`src/hw/rtl/bounded_random_index_generator_top_assert.svh`:
```
// assertion macros for the index generator
`ifndef BOUNDED_RANDOM_INDEX_GENERATOR_TOP_ASSERT_SVH
`define BOUNDED_RANDOM_INDEX_GENERATOR_TOP_ASSERT_SVH

// same-cycle implication, checked out of reset
`define BRIG_ASSERT_NOW(label, ante, cons, msg) \
    label: assert property (@(posedge clk) disable iff (!rst_n) (ante) |-> (cons)) \
        else $error(msg);

// next-cycle implication, checked out of reset
`define BRIG_ASSERT_NEXT(label, ante, cons, msg) \
    label: assert property (@(posedge clk) disable iff (!rst_n) (ante) |=> (cons)) \
        else $error(msg);

`endif

```
`src/hw/rtl/brig_pkg.sv`:
```
package brig_pkg;

    localparam int WORD_W = 64;
    localparam int STEP_W = $clog2(WORD_W);
    localparam int BOUND_W = 31;
    localparam int DEFAULT_MAX_BATCH = 64;

    localparam logic [WORD_W-1:0] INIT_WORD0 = 64'h180ec6d33cfd0aba;
    localparam logic [WORD_W-1:0] INIT_WORD1 = 64'hd5a61266f0c9392c;
    localparam logic [WORD_W-1:0] INIT_WORD2 = 64'ha9582618e03fc9aa;
    localparam logic [WORD_W-1:0] INIT_WORD3 = 64'h39abdc4529b1661c;

    localparam logic [WORD_W-1:0] SPLITMIX_GAMMA = 64'h9e3779b97f4a7c15;
    localparam logic [WORD_W-1:0] SPLITMIX_MUL1 = 64'hbf58476d1ce4e5b9;
    localparam logic [WORD_W-1:0] SPLITMIX_MUL2 = 64'h94d049bb133111eb;

    localparam int XOSHIRO_SHIFT = 17;
    localparam int XOSHIRO_ROT = 45;

    typedef struct packed {
        logic [6:0] batch_count;
        logic signed [31:0] upper_bound;
    } in_item_t;

    typedef struct packed {
        logic [BOUND_W-1:0] index_value;
        logic last_flag;
        logic error_flag;
    } out_item_t;

    // one generator word written by the seed expander
    typedef struct packed {
        logic valid;
        logic [1:0] idx;
        logic [WORD_W-1:0] word;
    } seed_wr_t;

    function automatic logic [WORD_W-1:0] rotl(input logic [WORD_W-1:0] v, input int amount);
        rotl = (v << amount) | (v >> (WORD_W - amount));
    endfunction

endpackage

```
`src/hw/rtl/brig_mul.sv`:
```
module brig_mul (
    input  logic                        clk,
    input  logic                        rst_n,
    input  logic                        start,
    input  logic [brig_pkg::WORD_W-1:0] mcand,
    input  logic [brig_pkg::WORD_W-1:0] mplier,
    output logic                        done,
    output logic [brig_pkg::WORD_W-1:0] product
);
    import brig_pkg::*;

    logic              busy_reg;
    logic              done_reg;
    logic [STEP_W-1:0] cnt_reg;
    logic [WORD_W-1:0] mcand_reg;
    logic [WORD_W-1:0] mplier_reg;
    logic [WORD_W-1:0] acc_reg;
    logic              last_step;

    assign last_step = busy_reg && (cnt_reg == STEP_W'(WORD_W - 1));

    always_ff @(posedge clk or negedge rst_n)
    begin
        if (!rst_n)
        begin
            busy_reg <= 1'b0;
            done_reg <= 1'b0;
            cnt_reg  <= '0;
        end
        else
        begin
            done_reg <= last_step;
            if (start)
            begin
                busy_reg <= 1'b1;
                cnt_reg  <= '0;
            end
            else if (busy_reg)
            begin
                cnt_reg <= cnt_reg + 1'b1;
                if (last_step)
                begin
                    busy_reg <= 1'b0;
                end
            end
        end
    end

    // shift-add, one multiplier bit per cycle, low word kept
    always_ff @(posedge clk)
    begin
        if (start)
        begin
            mcand_reg  <= mcand;
            mplier_reg <= mplier;
            acc_reg    <= '0;
        end
        else if (busy_reg)
        begin
            if (mplier_reg[0])
            begin
                acc_reg <= acc_reg + mcand_reg;
            end
            mcand_reg  <= mcand_reg << 1;
            mplier_reg <= mplier_reg >> 1;
        end
    end

    assign done    = done_reg;
    assign product = acc_reg;

endmodule

```
`src/hw/rtl/brig_seed.sv`:
```
module brig_seed (
    input  logic                        clk,
    input  logic                        rst_n,
    input  logic                        start,
    input  logic [brig_pkg::WORD_W-1:0] seed,
    output logic                        busy,
    output brig_pkg::seed_wr_t          wr
);
    import brig_pkg::*;

    typedef enum logic [5:0] {
        SD_IDLE = 6'b000001,
        SD_MIX1 = 6'b000010,
        SD_MUL1 = 6'b000100,
        SD_MIX2 = 6'b001000,
        SD_MUL2 = 6'b010000,
        SD_EMIT = 6'b100000
    } seed_state_t;

    seed_state_t       state_reg, state_next;
    logic [1:0]        idx_reg, idx_next;
    logic [WORD_W-1:0] acc_reg;
    logic              mul_start;
    logic [WORD_W-1:0] mul_a;
    logic [WORD_W-1:0] mul_b;
    logic              mul_done;
    logic [WORD_W-1:0] mul_p;

    brig_mul u_mul (
        .clk     (clk),
        .rst_n   (rst_n),
        .start   (mul_start),
        .mcand   (mul_a),
        .mplier  (mul_b),
        .done    (mul_done),
        .product (mul_p)
    );

    always_comb
    begin
        state_next = state_reg;
        idx_next   = idx_reg;
        mul_start  = 1'b0;
        mul_a      = acc_reg ^ (acc_reg >> 30);
        mul_b      = SPLITMIX_MUL1;
        unique case (state_reg)
            SD_IDLE:
            begin
                if (start)
                begin
                    state_next = SD_MIX1;
                    idx_next   = '0;
                end
            end
            SD_MIX1:
            begin
                mul_start  = 1'b1;
                state_next = SD_MUL1;
            end
            SD_MUL1:
            begin
                if (mul_done)
                begin
                    state_next = SD_MIX2;
                end
            end
            SD_MIX2:
            begin
                mul_start  = 1'b1;
                mul_a      = mul_p ^ (mul_p >> 27);
                mul_b      = SPLITMIX_MUL2;
                state_next = SD_MUL2;
            end
            SD_MUL2:
            begin
                if (mul_done)
                begin
                    state_next = SD_EMIT;
                end
            end
            SD_EMIT:
            begin
                idx_next   = idx_reg + 1'b1;
                state_next = (idx_reg == 2'd3) ? SD_IDLE : SD_MIX1;
            end
            default:
            begin
                state_next = SD_IDLE;
            end
        endcase
    end

    always_ff @(posedge clk or negedge rst_n)
    begin
        if (!rst_n)
        begin
            state_reg <= SD_IDLE;
            idx_reg   <= '0;
        end
        else
        begin
            state_reg <= state_next;
            idx_reg   <= idx_next;
        end
    end

    // running splitmix counter, stepped once per emitted word
    always_ff @(posedge clk)
    begin
        if (state_reg == SD_IDLE && start)
        begin
            acc_reg <= seed + SPLITMIX_GAMMA;
        end
        else if (state_reg == SD_EMIT)
        begin
            acc_reg <= acc_reg + SPLITMIX_GAMMA;
        end
    end

    assign busy     = (state_reg != SD_IDLE);
    assign wr.valid = (state_reg == SD_EMIT);
    assign wr.idx   = idx_reg;
    assign wr.word  = mul_p ^ (mul_p >> 31);

endmodule

```
`src/hw/rtl/brig_mod.sv`:
```
module brig_mod (
    input  logic                         clk,
    input  logic                         rst_n,
    input  logic                         start,
    input  logic [brig_pkg::WORD_W-1:0]  dividend,
    input  logic [brig_pkg::BOUND_W-1:0] divisor,
    output logic                         done,
    output logic [brig_pkg::BOUND_W-1:0] remainder
);
    import brig_pkg::*;

    logic               busy_reg;
    logic               done_reg;
    logic [STEP_W-1:0]  cnt_reg;
    logic [WORD_W-1:0]  dvd_reg;
    logic [BOUND_W-1:0] dsr_reg;
    logic [BOUND_W-1:0] rem_reg;
    logic [BOUND_W:0]   trial;
    logic [BOUND_W:0]   diff;
    logic [BOUND_W-1:0] rem_next;
    logic               last_step;

    // restoring step: one dividend bit enters the partial remainder
    assign trial     = {rem_reg, dvd_reg[WORD_W-1]};
    assign diff      = trial - {1'b0, dsr_reg};
    assign rem_next  = (trial >= {1'b0, dsr_reg}) ? diff[BOUND_W-1:0] : trial[BOUND_W-1:0];
    assign last_step = busy_reg && (cnt_reg == STEP_W'(WORD_W - 1));

    always_ff @(posedge clk or negedge rst_n)
    begin
        if (!rst_n)
        begin
            busy_reg <= 1'b0;
            done_reg <= 1'b0;
            cnt_reg  <= '0;
        end
        else
        begin
            done_reg <= last_step;
            if (start)
            begin
                busy_reg <= 1'b1;
                cnt_reg  <= '0;
            end
            else if (busy_reg)
            begin
                cnt_reg <= cnt_reg + 1'b1;
                if (last_step)
                begin
                    busy_reg <= 1'b0;
                end
            end
        end
    end

    always_ff @(posedge clk)
    begin
        if (start)
        begin
            dvd_reg <= dividend;
            dsr_reg <= divisor;
            rem_reg <= '0;
        end
        else if (busy_reg)
        begin
            dvd_reg <= dvd_reg << 1;
            rem_reg <= rem_next;
        end
    end

    assign done      = done_reg;
    assign remainder = rem_reg;

endmodule

```
`src/hw/rtl/bounded_random_index_generator_top.sv`:
```
// Bounded random index generator: a xoshiro256** source whose draws are reduced
// modulo a positive bound by a bit-serial remainder unit. One input beat asks for
// batch_count indices (saturated to MAX_BATCH) below upper_bound; each index
// passes through one scramble step, one finishing add, 64 remainder steps with one
// quotient bit per cycle, one capture and one push, and the push waits while the
// output side stalls. A zero count or a bound of zero or below gives a single
// error beat and leaves the generator untouched. A seed write reloads all four
// state words by four SplitMix64 rounds, each built from two shift-add multiplies;
// no input beat is taken while it runs. Out of reset the generator holds the
// fixed xoshiro starting words.
`include "bounded_random_index_generator_top_assert.svh"

module bounded_random_index_generator_top #(
    parameter int MAX_BATCH = brig_pkg::DEFAULT_MAX_BATCH
) (
    input  logic                        clk,
    input  logic                        rst_n,
    input  logic                        in_valid,
    output logic                        in_stall,
    input  brig_pkg::in_item_t          in_data,
    output logic                        out_valid,
    input  logic                        out_stall,
    output brig_pkg::out_item_t         out_data,
    input  logic                        cfg_valid,
    output logic                        cfg_ready,
    input  logic [brig_pkg::WORD_W-1:0] cfg_data
);
    import brig_pkg::*;

    localparam int CNT_W = $clog2(MAX_BATCH + 1);

    typedef enum logic [4:0] {
        ST_IDLE     = 5'b00001,
        ST_SCRAMBLE = 5'b00010,
        ST_FINISH   = 5'b00100,
        ST_MOD      = 5'b01000,
        ST_PUSH     = 5'b10000
    } gen_state_t;

    gen_state_t         state_reg, state_next;
    logic [CNT_W-1:0]   remain_reg;
    logic [BOUND_W-1:0] bound_reg;
    logic [WORD_W-1:0]  mix_reg;
    logic [WORD_W-1:0]  gen_words_reg [4];
    logic [BOUND_W-1:0] res_index_reg;
    logic               res_error_reg;
    logic               out_valid_reg;
    out_item_t          out_data_reg;

    logic               in_beat;
    logic               cfg_beat;
    logic               req_error;
    logic               out_free;
    logic               push_beat;
    logic               res_last;
    logic               seed_busy;
    seed_wr_t           seed_wr;
    logic               mod_start;
    logic               mod_done;
    logic [BOUND_W-1:0] mod_rem;
    logic [WORD_W-1:0]  draw;
    logic [WORD_W-1:0]  mul5;
    logic [WORD_W-1:0]  w2_x;
    logic [WORD_W-1:0]  w3_x;

    assign in_stall  = !(state_reg == ST_IDLE) || seed_busy || cfg_valid;
    assign cfg_ready = (state_reg == ST_IDLE) && !seed_busy;
    assign in_beat   = in_valid && !in_stall;
    assign cfg_beat  = cfg_valid && cfg_ready;
    assign req_error = (in_data.batch_count == 7'd0) || (in_data.upper_bound <= 32'sd0);
    assign out_free  = !out_valid_reg || !out_stall;
    assign push_beat = (state_reg == ST_PUSH) && out_free;
    assign res_last  = res_error_reg || (remain_reg == CNT_W'(1));
    assign mod_start = (state_reg == ST_FINISH);

    brig_seed u_seed (
        .clk   (clk),
        .rst_n (rst_n),
        .start (cfg_beat),
        .seed  (cfg_data),
        .busy  (seed_busy),
        .wr    (seed_wr)
    );

    brig_mod u_mod (
        .clk       (clk),
        .rst_n     (rst_n),
        .start     (mod_start),
        .dividend  (draw),
        .divisor   (bound_reg),
        .done      (mod_done),
        .remainder (mod_rem)
    );

    // star-star output split by mix_reg: (s1*5) rotl 7 is registered, then *9
    assign mul5 = gen_words_reg[1] + (gen_words_reg[1] << 2);
    assign draw = mix_reg + (mix_reg << 3);
    assign w2_x = gen_words_reg[2] ^ gen_words_reg[0];
    assign w3_x = gen_words_reg[3] ^ gen_words_reg[1];

    always_comb
    begin
        state_next = state_reg;
        unique case (state_reg)
            ST_IDLE:
            begin
                if (in_beat)
                begin
                    state_next = req_error ? ST_PUSH : ST_SCRAMBLE;
                end
            end
            ST_SCRAMBLE:
            begin
                state_next = ST_FINISH;
            end
            ST_FINISH:
            begin
                state_next = ST_MOD;
            end
            ST_MOD:
            begin
                if (mod_done)
                begin
                    state_next = ST_PUSH;
                end
            end
            ST_PUSH:
            begin
                if (out_free)
                begin
                    state_next = res_last ? ST_IDLE : ST_SCRAMBLE;
                end
            end
            default:
            begin
                state_next = ST_IDLE;
            end
        endcase
    end

    always_ff @(posedge clk or negedge rst_n)
    begin
        if (!rst_n)
        begin
            state_reg        <= ST_IDLE;
            out_valid_reg    <= 1'b0;
            remain_reg       <= '0;
            res_error_reg    <= 1'b0;
            gen_words_reg[0] <= INIT_WORD0;
            gen_words_reg[1] <= INIT_WORD1;
            gen_words_reg[2] <= INIT_WORD2;
            gen_words_reg[3] <= INIT_WORD3;
        end
        else
        begin
            state_reg <= state_next;
            if (push_beat)
            begin
                out_valid_reg <= 1'b1;
            end
            else if (!out_stall)
            begin
                out_valid_reg <= 1'b0;
            end

            if (in_beat)
            begin
                res_error_reg <= req_error;
                if (int'(in_data.batch_count) > MAX_BATCH)
                begin
                    remain_reg <= CNT_W'(MAX_BATCH);
                end
                else
                begin
                    remain_reg <= CNT_W'(in_data.batch_count);
                end
            end
            else if (push_beat)
            begin
                remain_reg <= remain_reg - 1'b1;
            end

            if (seed_wr.valid)
            begin
                gen_words_reg[seed_wr.idx] <= seed_wr.word;
            end
            else if (state_reg == ST_SCRAMBLE)
            begin
                gen_words_reg[0] <= gen_words_reg[0] ^ w3_x;
                gen_words_reg[1] <= gen_words_reg[1] ^ w2_x;
                gen_words_reg[2] <= w2_x ^ (gen_words_reg[1] << XOSHIRO_SHIFT);
                gen_words_reg[3] <= rotl(w3_x, XOSHIRO_ROT);
            end
        end
    end

    always_ff @(posedge clk)
    begin
        if (in_beat)
        begin
            bound_reg     <= in_data.upper_bound[BOUND_W-1:0];
            res_index_reg <= '0;
        end
        else if (state_reg == ST_MOD && mod_done)
        begin
            res_index_reg <= mod_rem;
        end

        if (state_reg == ST_SCRAMBLE)
        begin
            mix_reg <= rotl(mul5, 7);
        end

        if (push_beat)
        begin
            out_data_reg.index_value <= res_index_reg;
            out_data_reg.last_flag   <= res_last;
            out_data_reg.error_flag  <= res_error_reg;
        end
    end

    assign out_valid = out_valid_reg;
    assign out_data  = out_data_reg;

    `BRIG_ASSERT_NOW(a_seed_only_idle, seed_busy, state_reg == ST_IDLE, "draw during seeding")
    `BRIG_ASSERT_NOW(a_err_is_last, out_valid_reg && out_data_reg.error_flag,
        out_data_reg.last_flag && (out_data_reg.index_value == '0), "bad error beat")
    `BRIG_ASSERT_NOW(a_mod_done_in_mod, mod_done, state_reg == ST_MOD, "stray remainder")
    `BRIG_ASSERT_NEXT(a_push_fills_out, push_beat, out_valid_reg, "push lost")

endmodule

```
`config.mk`:
```
export PLATFORM = sky130hd
export DESIGN_NAME = bounded_random_index_generator_top
export DESIGN_NICKNAME = d
export VERILOG_FILES = /design/src/hw/rtl/brig_pkg.sv /design/src/hw/rtl/brig_mul.sv /design/src/hw/rtl/brig_seed.sv /design/src/hw/rtl/brig_mod.sv /design/src/hw/rtl/bounded_random_index_generator_top.sv
export VERILOG_INCLUDE_DIRS = /design/src /design/src/hw/rtl
export SDC_FILE = /design/constraint.sdc
export NUM_CORES = 2
export LEC_CHECK = 0
export BUFFER_PORTS_ARGS = -buffer_cell sky130_fd_sc_hd__buf_2
export CORE_MARGIN = 4
export CORE_UTILIZATION = 39
export CTS_BUF_LIST = sky130_fd_sc_hd__clkbuf_4 sky130_fd_sc_hd__clkbuf_8
export CTS_CLUSTER_SIZE = 8
export DETAILED_ROUTE_END_ITERATION = 10
export GPL_TIMING_DRIVEN = 0
export PLACE_DENSITY_LB_ADDON = 0.25
export SETUP_SLACK_MARGIN = 0.5
export SLEW_MARGIN = 0
export SYNTH_ARGS = -nofsm -noshare
export SYNTH_HDL_FRONTEND = slang
export SYNTH_SLANG_ARGS = --single-unit
```
`constraint.sdc`:
```
create_clock -name clk -period 5.6 [get_ports clk]
set_input_delay 0.56 -clock clk [delete_from_list [all_inputs] [get_ports clk]]
set_output_delay 0.56 -clock clk [all_outputs]
set_load 0.05 [all_outputs]
```
==> summary.txt <==
Global routing
  • Wire length of the first global-routing pass: 268000 um
  • Aggregate global routing overflow: 0
  • Number of global-route vias before repair: 43100
  • Pin count of the biggest net entering global routing: about 120
  • Overall Global Routing Usage: 25.3%
  • Number of antenna violations at the first check in global routing: 5

Synthesis
  • Total nets after synthesis: around 6000
  • Synth warn: 0
  • Average instance area after synthesis: 9.29 um2
  • Post-synthesis sequential element count: 835
  • Async set-reset flop share out of synthesis: 35.2%
  • Post-Syn Area: ~51000 um2
  • Share of the yosys chip area belonging to registers: 43.9%
  • Ys flop type: edfxtp_1
  • Cells after synthesis: 5515
  • Number of enable-type register cells in the synthesized netlist: around 420
  • Post-synthesis cell type count: 102

Clock network
  • Clock tree from TritonCTS: yes
  • Number of buffers inserted during clock tree synthesis: 150
  • Number of clock sinks seen by CTS: 835
  • Clock insertion delay at the later pin of the skew report: 0.88 ns
  • Clk pin slew, worst setup/hold paths: about 0.070 ns
  • Clk Tree Root Cell: clkbuf_8
  • Clock Path Buffers: 3
  • Htree depth: 4

Setup path
  • Crit Path Class: reg2reg
  • Worst EP arrival: 5.73 ns
  • Critical R2R Launch: u_seed.state_reg[5]
  • Source of the critical timing path: u_seed.state_reg[5]
  • Register-to-Register Path Depth: 26
  • Reg-to-reg endpoint: u_seed.acc_reg[60]
  • Top fanout value on the critical path: 6
  • Worst path most repeated cell: buf_12
  • Stages on worst setup path: 26
  • Cell family contributing the most delay on the critical path: simple AND/OR/NAND/NOR gates
  • Worst Setup End Kind: flip-flop
  • R2R Setup Slk: 0.48 ns
  • Capturing instance or port of the critical path: u_seed.acc_reg[60]
  • Slowest cell delay on critical path: about 0.6 ns
  • Critical path buffers and inverters: 9
  • Critical Path Start Type: flip-flop
  • Cell at the slowest stage of the critical path: or4_4
  • Critical path data required time: roughly 6.2 ns

Layout
  • Max FFs per register: around 260
  • Fraction of layout instances using a drive strength above 1: 11.4%
  • Final #Nets: 6226
  • Leading cell types in the layout, fill and taps excluded: 685 x nand2_1, 524 x a21oi_1, 443 x nor2_1
  • Post-synthesis to final-layout area growth: 14.3%
  • Commonest non-fill, non-tap cell in the layout: nand2_1

Worst hold path
  • Class of the worst hold path: in2reg

Run
  • Max-cap violation count: 0

STA
  • Unrepaired setup endpoints after global routing: yes
  • Setup Total Neg Slack: 0 ns
  • Least-Margin Pin Slew: about 1.3 ns
  • Maximum frequency from static timing analysis: 195 MHz
  • Final min period: 5.12 ns
  • Number of hold violations in the final report: 0
  • Final period utilization: 91.4%
  • Fin Clk Skew: 0.0565 ns
  • Number of failing setup endpoints in the final timing report: 0
  • Max Slew Vio Count: 0
  • Slew margin rel.: 13.6%

Pwr
  • Peak supply drop: 0.299 mV
  • Leakage power summed over all cells: about 24 nW
  • Power per cell area: 546 nW/um2
  • Post-layout power: 32.0 mW

Floorplan
  • Site row count: 132
  • I/O pins: 144
  • Initial Util: between 30% and 40%
  • Placeable core region: 130000 um2
  • Die footprint: 137000 um2
  • Vertical die dimension: approximately 370 um
  • Die extent in x: 370 um

Place
  • Weighted congestion reported at the end of routability-driven placement: between 0.9 and 1
  • DP Wirelength: ~130000 um
  • Buffers added on ports: around 140

Routing
  • First-pass DRT Iterations: 6
  • Starting DRC count in detailed routing: between 4000 and 5000
  • Final ANT Viol Nets: 0
  • Post-detailed-route wirelength per cell: 22.9 um
  • DR DRC count: 0
  • DR vias/cell: 5.79
  • Sum of routed wire length over all layers: 178000 um
  • DR vias: 44900

Outcome
  • Status: complete, no violations
[worst register-to-register path: cells and delay by family (launching register included)]
family	cells	cell delay (ns)
flops	1	0.42
fa+ha+maj	1	0.16
compound gates	7	1.21
xor+xnor	1	0.14
buf+inv	9	1.02
simple gates	8	1.90
[routing by layer]
metal / track usage [%] / vias to the layer above / wire (um)
li1: - / 20900 / -
met3: 5.14 / 425 / 14400
met1: 33.6 / 21700 / 75000
met2: 39.5 / 1905 / 79300
met4: 12.4 / 2 / 9310
met5: 0 / - / 16
[stage by stage]
step / cells / setup slack [ns] / hold WS, ns / util, % / cell area [um2]
after floorplan: 5515 / 0.496 / 0.264 / - / 51300
after global placement: 7400 / -2.05 / 0.403 / 41.7 / 54200
after detailed placement: 7406 / -1.41 / 0.405 / 41.8 / 54400
after CTS: 7750 / 0.498 / 0.000410 / 45.0 / 58400
after global routing: 7762 / 0.281 / 0.0369 / 45.1 / 58600
final: 7764 / 0.481 / 0.0734 / 45.1 / 58600
[cell type report]
cell class	instances	area, um2
Sequential cell	835	22500
Antenna cell	4	10.0
Fill cell	12600	71400
Buffer	330	1500
Tap cell	1742	2180
Clock inverter	49	342
Inverter	121	454
Clock buffer	231	2840
Timing Repair Buffer	223	1550
Multi-Input combinational cell	4229	27200
[cells in the mapped netlist, drive strengths merged, types with 12 or more instances]
| master | number | share of area (%) |
|---|---|---|
| nand2 | 690 | 5.1 |
| a21oi | 531 | 5.2 |
| nor2 | 445 | 3.3 |
| edfxtp | 415 | 24 |
| xnor2 | 380 | 6.5 |
| o21ai | 369 | 3.6 |
| clkbuf | 282 | 2.1 |
| ha | 224 | 5.5 |
| xor2 | 174 | 3.0 |
| dfrtp | 170 | 8.3 |
| a21o | 166 | 2.4 |
| nor3 | 140 | 1.4 |
| dfxtp | 126 | 4.9 |
| a221o | 124 | 2.4 |
| dfstp | 124 | 6.4 |
| inv | 118 | 0.86 |
| nand3 | 88 | 0.86 |
| o211ai | 72 | 1.1 |
| mux2i | 63 | 1.2 |
| a31oi | 56 | 0.73 |
| nand4 | 54 | 0.66 |
| or3 | 54 | 0.67 |
| and3 | 51 | 0.62 |
| buf | 48 | 0.45 |
| nor4 | 41 | 0.53 |
| o21bai | 39 | 0.57 |
| a211oi | 37 | 0.55 |
| nor2b | 36 | 0.44 |
| o21a | 30 | 0.44 |
| nand2b | 29 | 0.37 |
| a22oi | 28 | 0.41 |
| o221ai | 28 | 0.48 |
| o31a | 27 | 0.46 |
| and2 | 26 | 0.32 |
| o31ai | 23 | 0.35 |
| a21boi | 17 | 0.27 |
| or2 | 15 | 0.18 |
| o311ai | 14 | 0.25 |
| o22ai | 12 | 0.16 |
[how the worst min path moves through the flow]
stage / from / slack (ns) / depth (start not counted) / to
after floorplan: rst_n / 0.26 / 0 / gen_words_reg[0]
after global placement: bound_reg[12] / 0.40 / 0 / u_mod.dsr_reg[12]
after detailed placement: bound_reg[4] / 0.40 / 0 / u_mod.dsr_reg[4]
after CTS: in_data[33] / 0.0004 / 3 / remain_reg[1]
after global routing: in_data[33] / 0.04 / 3 / remain_reg[1]
final: in_data[33] / 0.07 / 3 / remain_reg[1]
[report_power, final]
| part | switching (mW) | internal, mW |
|---|---|---|
| Clock | 2.78 | 3.34 |
| Combinational | 9.44 | 5.62 |
| Sequential | 1.74 | 9.09 |
| Total | 14.0 | 18.1 |
[timing repair]
action                                  in CTS  in global routing
endpoints found under the setup margin      63                 14
pin swaps                                   16                 20
hold buffers                                40                  0
resized for setup                           73                 19
buffers inserted                            24                 10
hold endpoints to repair                    80                  0
[cell families (layout without fill, tap and decap cells)]
family | after synthesis | after routing | share of synthesized area (%)
fa+ha+maj | 228 | 228 | 5.63
simple gates | 1720 | 1720 | 15.3
flops | 835 | 835 | 43.9
buf+inv | 451 | 954 | 3.40
mux | 68 | 68 | 1.34
compound gates | 1659 | 1659 | 21.0
xor+xnor | 554 | 554 | 9.47
other cells | 0 | 4 | 0
No activity file was read; power rests on OpenSTA's default activity.
